==> src/hw/rtl/crfd_pkg.sv <==
// Package for the clipped rectangle fill core with damage tracking.
// Holds the transaction codes, field widths and shared types.
// No dependencies.
`timescale 1ns / 1ps

package crfd_pkg;

   localparam int MaxDim    = 4096;
   localparam int ColorBits = 16;

   localparam int CoordBits = 12;
   localparam int DimBits   = 13;
   localparam int AddrBits  = 24;
   localparam int ColorW    = 16;

   localparam logic [ColorW-1:0] ColorMask =
      (ColorBits >= ColorW) ? {ColorW{1'b1}} : ColorW'((32'd1 << ColorBits) - 32'd1);

   typedef logic [1:0]             mode_type;
   typedef logic [2:0]             status_type;
   typedef logic [CoordBits-1:0]   coord_type;
   typedef logic [DimBits-1:0]     dim_type;
   typedef logic [AddrBits-1:0]    addr_type;
   typedef logic [ColorW-1:0]      color_type;
   typedef logic signed [15:0]     sval_type;

   localparam mode_type ModeStart = 2'd0;
   localparam mode_type ModeTick  = 2'd1;
   localparam mode_type ModeClear = 2'd2;

   localparam status_type StatIdle    = 3'd0;
   localparam status_type StatAccept  = 3'd1;
   localparam status_type StatEmpty   = 3'd2;
   localparam status_type StatBusy    = 3'd3;
   localparam status_type StatBounds  = 3'd4;
   localparam status_type StatPixel   = 3'd5;
   localparam status_type StatCleared = 3'd6;

   localparam logic [2:0] RegFbWidth  = 3'd0;
   localparam logic [2:0] RegFbHeight = 3'd1;
   localparam logic [2:0] RegClipEn   = 3'd2;
   localparam logic [2:0] RegClipX    = 3'd3;
   localparam logic [2:0] RegClipY    = 3'd4;
   localparam logic [2:0] RegClipW    = 3'd5;
   localparam logic [2:0] RegClipH    = 3'd6;

   localparam dim_type FbResetDim = 13'd240;

endpackage

==> src/hw/rtl/clipped_rect_fill_with_damage_core.sv <==
// Top level of the clipped rectangle fill core with damage rectangle tracking.
// Depends on crfd_pkg for codes, widths and types.
//
//   channel | direction | tuser          | tdata / tlast
//   req     | in        | mode           | rect_x, rect_y, rect_w, rect_h, fill_color
//   rsp     | out       | status         | pixel write, busy, damage rect; tlast last_pixel
//   csr     | in        | -              | index and value of one register write
//
// A transaction accepted into the input register is computed combinationally and lands in the result
// register once that register is empty or being read, so results are presented in order of acceptance,
// at one per cycle while rsp is not stalled.
// Reset is synchronous and restores the register defaults and an idle engine.
// A stalled result register holds the input register, which then stalls req.
`timescale 1ns / 1ps

module clipped_rect_fill_with_damage_core (
   input  logic                      clock,
   input  logic                      reset,
   input  logic                      req_tvalid,
   output logic                      req_tready,
   // rect_x[12:0], rect_y[25:13], rect_w[38:26], rect_h[51:39], fill_color[67:52]
   input  logic [71:0]               req_tdata,
   // mode[1:0]
   input  crfd_pkg::mode_type        req_tuser,
   output logic                      rsp_tvalid,
   input  logic                      rsp_tready,
   // write_addr[23:0], write_color[39:24], busy_res[40], damage_valid[41],
   // damage_x[53:42], damage_y[65:54], damage_w[78:66], damage_h[91:79]
   output logic [95:0]               rsp_tdata,
   // status[2:0]
   output crfd_pkg::status_type      rsp_tuser,
   output logic                      rsp_tlast,
   input  logic                      csr_we,
   input  logic [2:0]                csr_index,
   input  logic [12:0]               csr_wdata
);

   import crfd_pkg::*;

   dim_type    fb_width_ff, fb_height_ff, clip_w_ff, clip_h_ff;
   coord_type  clip_x_ff, clip_y_ff;
   logic       clip_en_ff;

   logic       in_v_ff, out_v_ff, adv;
   logic [71:0] in_data_ff;
   mode_type   in_mode_ff;

   logic [95:0] out_data_ff, out_data_in;
   status_type  out_stat_ff, stat;
   logic        out_last_ff, wlast;
   addr_type    waddr;
   color_type   wcol;

   logic       busy_ff, busy_in;
   coord_type  col_ff, col_in, first_ff, first_in, lastc_ff, lastc_in;
   coord_type  row_ff, row_in, frow_ff, frow_in;
   addr_type   caddr_ff, caddr_in;
   color_type  hcol_ff, hcol_in;
   logic       dflag_ff, dflag_in;
   coord_type  dl_ff, dl_in, dt_ff, dt_in;
   dim_type    dw_ff, dw_in, dh_ff, dh_in;

   sval_type   x, y, w, h, cx, cy, cr, cb, r0, b0, x1, y1, r1, b1, w1, h1;
   sval_type   fw_s, fh_s, ml, mt, mr, mb, odr, odb;
   dim_type    fw, fh;
   logic       empty_raw, clip_miss, clip_empty, oob;
   logic [24:0] prod;
   coord_type  span;

   assign adv        = in_v_ff && (!out_v_ff || rsp_tready);
   assign req_tready = !in_v_ff || adv;

   assign x  = sval_type'($signed(in_data_ff[12:0]));
   assign y  = sval_type'($signed(in_data_ff[25:13]));
   assign w  = sval_type'($signed(in_data_ff[38:26]));
   assign h  = sval_type'($signed(in_data_ff[51:39]));
   assign cx = $signed({4'b0, clip_x_ff});
   assign cy = $signed({4'b0, clip_y_ff});
   assign cr = cx + $signed({3'b0, clip_w_ff});
   assign cb = cy + $signed({3'b0, clip_h_ff});
   assign r0 = x + w;
   assign b0 = y + h;
   assign x1 = (clip_en_ff && x < cx) ? cx : x;
   assign y1 = (clip_en_ff && y < cy) ? cy : y;
   assign r1 = (clip_en_ff && r0 > cr) ? cr : r0;
   assign b1 = (clip_en_ff && b0 > cb) ? cb : b0;
   assign w1 = r1 - x1;
   assign h1 = b1 - y1;

   assign fw   = (fb_width_ff > dim_type'(MaxDim)) ? dim_type'(MaxDim) : fb_width_ff;
   assign fh   = (fb_height_ff > dim_type'(MaxDim)) ? dim_type'(MaxDim) : fb_height_ff;
   assign fw_s = $signed({3'b0, fw});
   assign fh_s = $signed({3'b0, fh});

   assign empty_raw  = (w <= 16'sd0) || (h <= 16'sd0);
   assign clip_miss  = clip_en_ff && (x >= cr || y >= cb || r0 <= cx || b0 <= cy);
   assign clip_empty = (w1 <= 16'sd0) || (h1 <= 16'sd0);
   assign oob        = (x1 < 16'sd0) || (y1 < 16'sd0) || (r1 > fw_s) || (b1 > fh_s);
   assign prod       = {13'b0, y1[11:0]} * {12'b0, fw};

   assign odr = $signed({4'b0, dl_ff}) + $signed({3'b0, dw_ff});
   assign odb = $signed({4'b0, dt_ff}) + $signed({3'b0, dh_ff});
   assign ml  = (x1 < $signed({4'b0, dl_ff})) ? x1 : $signed({4'b0, dl_ff});
   assign mt  = (y1 < $signed({4'b0, dt_ff})) ? y1 : $signed({4'b0, dt_ff});
   assign mr  = (r1 > odr) ? r1 : odr;
   assign mb  = (b1 > odb) ? b1 : odb;

   assign span = lastc_ff - first_ff;

   always_comb begin
      stat     = StatIdle;
      waddr    = '0;
      wcol     = '0;
      wlast    = 1'b0;
      busy_in  = busy_ff;
      col_in   = col_ff;
      first_in = first_ff;
      lastc_in = lastc_ff;
      row_in   = row_ff;
      frow_in  = frow_ff;
      caddr_in = caddr_ff;
      hcol_in  = hcol_ff;
      dflag_in = dflag_ff;
      dl_in    = dl_ff;
      dt_in    = dt_ff;
      dw_in    = dw_ff;
      dh_in    = dh_ff;
      unique case (in_mode_ff)
         ModeStart: begin
            if (busy_ff) begin
               stat = StatBusy;
            end else if (empty_raw || clip_miss || clip_empty) begin
               stat = StatEmpty;
            end else if (oob) begin
               stat = StatBounds;
            end else begin
               stat     = StatAccept;
               busy_in  = 1'b1;
               col_in   = x1[11:0];
               first_in = x1[11:0];
               lastc_in = coord_type'(r1 - 16'sd1);
               row_in   = y1[11:0];
               frow_in  = coord_type'(b1 - 16'sd1);
               caddr_in = addr_type'(prod + {13'b0, x1[11:0]});
               hcol_in  = in_data_ff[67:52] & ColorMask;
               dflag_in = 1'b1;
               if (!dflag_ff) begin
                  dl_in = x1[11:0];
                  dt_in = y1[11:0];
                  dw_in = w1[12:0];
                  dh_in = h1[12:0];
               end else begin
                  dl_in = ml[11:0];
                  dt_in = mt[11:0];
                  dw_in = dim_type'(mr - ml);
                  dh_in = dim_type'(mb - mt);
               end
            end
         end
         ModeTick: begin
            if (busy_ff) begin
               stat  = StatPixel;
               waddr = caddr_ff;
               wcol  = hcol_ff;
               if (col_ff == lastc_ff) begin
                  if (row_ff == frow_ff) begin
                     wlast   = 1'b1;
                     busy_in = 1'b0;
                  end else begin
                     caddr_in = caddr_ff + addr_type'(fw) - addr_type'(span);
                     row_in   = row_ff + 12'd1;
                     col_in   = first_ff;
                  end
               end else begin
                  col_in   = col_ff + 12'd1;
                  caddr_in = caddr_ff + 24'd1;
               end
            end
         end
         ModeClear: begin
            stat     = StatCleared;
            dflag_in = 1'b0;
            dl_in    = '0;
            dt_in    = '0;
            dw_in    = '0;
            dh_in    = '0;
         end
         default: begin
            stat = StatIdle;
         end
      endcase
      out_data_in = {4'b0, dh_in, dw_in, dt_in, dl_in, dflag_in, busy_in, wcol, waddr};
   end

   always_ff @(posedge clock) begin
      if (reset) begin
         fb_width_ff  <= FbResetDim;
         fb_height_ff <= FbResetDim;
         clip_en_ff   <= 1'b0;
         clip_x_ff    <= '0;
         clip_y_ff    <= '0;
         clip_w_ff    <= '0;
         clip_h_ff    <= '0;
      end else if (csr_we) begin
         unique case (csr_index)
            RegFbWidth:  fb_width_ff  <= csr_wdata;
            RegFbHeight: fb_height_ff <= csr_wdata;
            RegClipEn:   clip_en_ff   <= csr_wdata[0];
            RegClipX:    clip_x_ff    <= csr_wdata[11:0];
            RegClipY:    clip_y_ff    <= csr_wdata[11:0];
            RegClipW:    clip_w_ff    <= csr_wdata;
            RegClipH:    clip_h_ff    <= csr_wdata;
            default: begin
            end
         endcase
      end
   end

   always_ff @(posedge clock) begin
      if (reset) begin
         in_v_ff  <= 1'b0;
         out_v_ff <= 1'b0;
         busy_ff  <= 1'b0;
         col_ff   <= '0;
         first_ff <= '0;
         lastc_ff <= '0;
         row_ff   <= '0;
         frow_ff  <= '0;
         caddr_ff <= '0;
         hcol_ff  <= '0;
         dflag_ff <= 1'b0;
         dl_ff    <= '0;
         dt_ff    <= '0;
         dw_ff    <= '0;
         dh_ff    <= '0;
      end else begin
         if (req_tready) begin
            in_v_ff <= req_tvalid;
         end
         if (adv) begin
            out_v_ff <= 1'b1;
            busy_ff  <= busy_in;
            col_ff   <= col_in;
            first_ff <= first_in;
            lastc_ff <= lastc_in;
            row_ff   <= row_in;
            frow_ff  <= frow_in;
            caddr_ff <= caddr_in;
            hcol_ff  <= hcol_in;
            dflag_ff <= dflag_in;
            dl_ff    <= dl_in;
            dt_ff    <= dt_in;
            dw_ff    <= dw_in;
            dh_ff    <= dh_in;
         end else if (rsp_tready) begin
            out_v_ff <= 1'b0;
         end
      end
   end

   always_ff @(posedge clock) begin
      if (req_tready && req_tvalid) begin
         in_data_ff <= req_tdata;
         in_mode_ff <= req_tuser;
      end
      if (adv) begin
         out_data_ff <= out_data_in;
         out_stat_ff <= stat;
         out_last_ff <= wlast;
      end
   end

   assign rsp_tvalid = out_v_ff;
   assign rsp_tdata  = out_data_ff;
   assign rsp_tuser  = out_stat_ff;
   assign rsp_tlast  = out_last_ff;

endmodule
==> config.mk <==
export PLATFORM = sky130hd
export DESIGN_NAME = clipped_rect_fill_with_damage_core
export DESIGN_NICKNAME = d
export VERILOG_FILES = /design/src/hw/rtl/crfd_pkg.sv /design/src/hw/rtl/clipped_rect_fill_with_damage_core.sv
export SDC_FILE = /design/constraint.sdc
export NUM_CORES = 2
export LEC_CHECK = 0
export BUFFER_PORTS_ARGS = -buffer_cell sky130_fd_sc_hd__buf_2
export CORE_ASPECT_RATIO = 1.5
export CORE_MARGIN = 2
export CORE_UTILIZATION = 63
export DETAILED_ROUTE_END_ITERATION = 8
export PLACE_DENSITY = 0.82
export SETUP_SLACK_MARGIN = 0.1
export SLEW_MARGIN = 15
export SYNTH_ARGS = -nofsm -noshare
export SYNTH_HDL_FRONTEND = slang
export SYNTH_SLANG_ARGS = --single-unit
export TNS_END_PERCENT = 100
==> constraint.sdc <==
create_clock -name clock -period 11.8 [get_ports clock]
set_clock_uncertainty 0.15 [all_clocks]
set_input_delay 0.59 -clock clock [delete_from_list [all_inputs] [get_ports clock]]
set_output_delay 0.59 -clock clock [all_outputs]
set_load 0.02 [all_outputs]
==> results.sh <==
export IMPL_drive_above_1_share_pct=9.30
export IMPL_multi_input_area_um2=23900
export IMPL_arrival_ns=10.48
export IMPL_tightest_slew_ns=1.19
export IMPL_post_drt_wl_per_cell_um=22.9
export IMPL_muxShareOfSynthArea_pct=3.10
export IMPL_yosys_area_share_simple_pct=15.9
export IMPL_cts_resized=0
export IMPL_clock_sinks=397
export IMPL_fin_crit_ns=10.30
export IMPL_hold_depth=1
export IMPL_drt_iter0_drc=2612
export IMPL_grt_first_pass_wirelength_um=175000
export IMPL_seq_area_um2=9610
export IMPL_cts_hold_buf=0
export IMPL_hp_start="req_tdata[47]"
export IMPL_finalHoldViolCount=0
export IMPL_power_density_nw_per_um2=133
export IMPL_drv_slew=0
export IMPL_fin_cells=5039
export IMPL_finalWorstSetupSlack_ns=1.50
export IMPL_postPlaceCellArea_um2=37200
export IMPL_synth_xor_area_share_pct=5.65
export IMPL_coreArea_um2=55800
export IMPL_grt_max_degree=79
export IMPL_grt_overflow=0
export IMPL_place_ws_ns=1.70
export IMPL_avgViaCountPerCell=6.40
export IMPL_min_to="in_data_ff[47]"
export IMPL_maxCapViolCount=0
export IMPL_synth_adder_area_share_pct=22.5
export IMPL_place_detailed_hpwl_um=87600
export IMPL_p_leak_nw=16.5
export IMPL_relSlewSlack_pct=20.6
export IMPL_nFillCells=4532
export IMPL_finalNetCount=4894
export IMPL_ys_warn_count=0
export IMPL_path_buf_inv=5
export IMPL_reg2reg_to="rsp_tdata[78]"
export IMPL_synthArstFlopShare_pct=0
export IMPL_reg2reg_depth=46
export IMPL_utilization_pct=69.3
export IMPL_htree_levels=2
export IMPL_holdCritPathClass="in -> reg"
export IMPL_clk_latency_ns=0.60
export IMPL_cpMaxStageDelayCell="edfxtp_1"
export IMPL_clock_path_buffers=3
export IMPL_grt_pass1_vias=31663
export IMPL_required_ns=11.98
export IMPL_ys_ff_latch=397
export IMPL_first_pass_iters=8
export IMPL_power_total_mw=5.15
export IMPL_synth_cell_types=98
export IMPL_peakVddDrop_uv=132
export IMPL_cts_tree="built"
export IMPL_synth_flop_cell="dfxtp_1"
export IMPL_drtAntennaViolNets=0
export IMPL_die_w_um=198
export IMPL_synth_compound_area_share_pct=19.7
export IMPL_reg2reg_slack_ns=1.50
export IMPL_final_area_um2=38700
export IMPL_cpMostUsedCell="a21o_1"
export IMPL_avgSynthCellArea_um2=8.61
export IMPL_cts_made_buffers=42
export IMPL_regToRegStartpoint="in_data_ff[1]"
export IMPL_cts_setup_buffers=0
export IMPL_status="finished clean"
export IMPL_cts_root_buf="clkbuf_16"
export IMPL_synthCells=4136
export IMPL_rsz0062_at_grt="false"
export IMPL_die_height_um=295
export IMPL_row_count=106
export IMPL_crit_cells=46
export IMPL_syn_to_final_growth_pct=8.69
export IMPL_synth_edf_count=166
export IMPL_grt_antenna_before_repair=7
export IMPL_setup_viol=0
export IMPL_gr_usage_all_layers_pct=39.2
export IMPL_path_clk_slew_ns=0.07
export IMPL_path_max_fanout=12
export IMPL_yosysSeqAreaShare_pct=27.0
export IMPL_place_congestion=1.01
export IMPL_period_share_pct=87.3
export IMPL_netlist_area_um2=35600
export IMPL_max_freq_mhz=97.1
export IMPL_cpPeakStageDelay_ns=0.51
export IMPL_num_vias=32261
export IMPL_io_pins=197
export IMPL_crit_path_end_kind="flip-flop"
export IMPL_holdWs_ns=0.00924
export IMPL_crit_type="reg -> reg"
export IMPL_die_area_um2=58500
export IMPL_crit_family="compound AO/OA/AOI/OAI gates"
export IMPL_totalWireLength_um=116000
export IMPL_io_buffers=188
export IMPL_drc=0
export IMPL_dp_cells=4958
export IMPL_synth_top_family_by_area="adder cells"
export IMPL_start_util_pct=63.8
export IMPL_tns_ns=0
export IMPL_crit_path_start_kind="flip-flop"
## cells in the final DEF, fill, tap and decap left out, types with 143 or more instances in the layout
master    count
nand2_1     478
ha_1        410
inv_1       384
nor2_1      300
a21oi_1     291
dfxtp_1     230
o21ai_0     195
buf_2       187
edfxtp_1    166
xnor2_1     147
fa_1        143
## layer usage
layer	global-route usage, %	vias to the layer above	share of wire (%)
li1	-	14920	-
met1	41.8	15279	35
met2	66.2	1507	47
met3	7.42	547	7.8
met4	35.0	8	10
met5	0	-	0.059
## flip-flops by register name, indices dropped and copies added (netlist names), 3 cells and up
signal and flops:
caddr_ff 24, clip_h_ff 13, clip_w_ff 13, clip_x_ff 12, clip_y_ff 12, col_ff 12
dh_ff 13, dl_ff 12, dt_ff 12, dw_ff 13, fb_height_ff 13, fb_width_ff 13
first_ff 12, frow_ff 12, hcol_ff 16, in_data_ff 68, lastc_ff 12, row_ff 12
rsp_tdata 92, rsp_tuser 3
## report_power, final
group          internal [mW]  total (mW)  switching [mW]
logic                  0.848        2.22            1.38
clock network          0.822        1.44           0.614
registers               1.46        1.49          0.0262
total                   3.13        5.15            2.02
## worst max-delay path by stage
stage / from / to / slack (ns)
after detailed placement: in_data_ff[1] / rsp_tdata[78] / 1.70
after CTS: in_data_ff[1] / rsp_tdata[78] / 1.63
after global routing: in_data_ff[1] / rsp_tdata[78] / 0.70
final: in_data_ff[1] / rsp_tdata[78] / 1.50
after floorplan: clip_y_ff[1] / rsp_tdata[91] / 2.92
after global placement: in_data_ff[1] / rsp_tdata[78] / 1.94
## cell families after synthesis
logic type | Yosys count
muxes | 107
adders and majority gates | 555
AOI/OAI and AO/OA | 1047
and+or+nand+nor | 1229
buffers and inverters | 571
xor gates and xnor gates | 229
DFF | 397
other | 1
## layout make-up
class / count / share of cell area (%)
multi-input combinational: 3171 / 61.6
inverter: 394 / 3.83
tap: 756 / 2.44
antenna: 3 / 0.0194
clock buffer: 52 / 3.00
clock inverter: 26 / 0.792
sequential: 397 / 24.8
timing repair buffer: 240 / 3.46
## worst reg2reg max path: cells and delay by family, from the launching register on
kind | cells | cell delay (ns)
fa+ha+maj | 5 | 1.61
buf+inv | 5 | 0.71
compound gates | 30 | 6.09
xor+xnor | 1 | 0.33
flops | 1 | 0.51
simple gates | 5 | 0.63
## cell usage after synthesis (all sizes together), types with 28 or more instances
master	count	area [um^2]
a2111oi	28	258
a211oi	69	528
a21o	67	503
a21oi	293	1480
a22o	32	280
and3	44	275
buf	43	233
clkbuf	134	503
dfxtp	231	4620
edfxtp	166	4980
fa	143	2860
ha	410	5130
inv	387	1450
mux2i	80	801
nand2	480	1810
nand2b	36	225
nand3	78	390
nand4	47	294
nor2	302	1130
nor2b	43	269
nor3	81	448
o211ai	28	215
o21a	31	233
o21ai	211	1060
o22ai	45	332
xnor2	147	1290
xor2	82	726
Power figures use the tool's default switching activity.
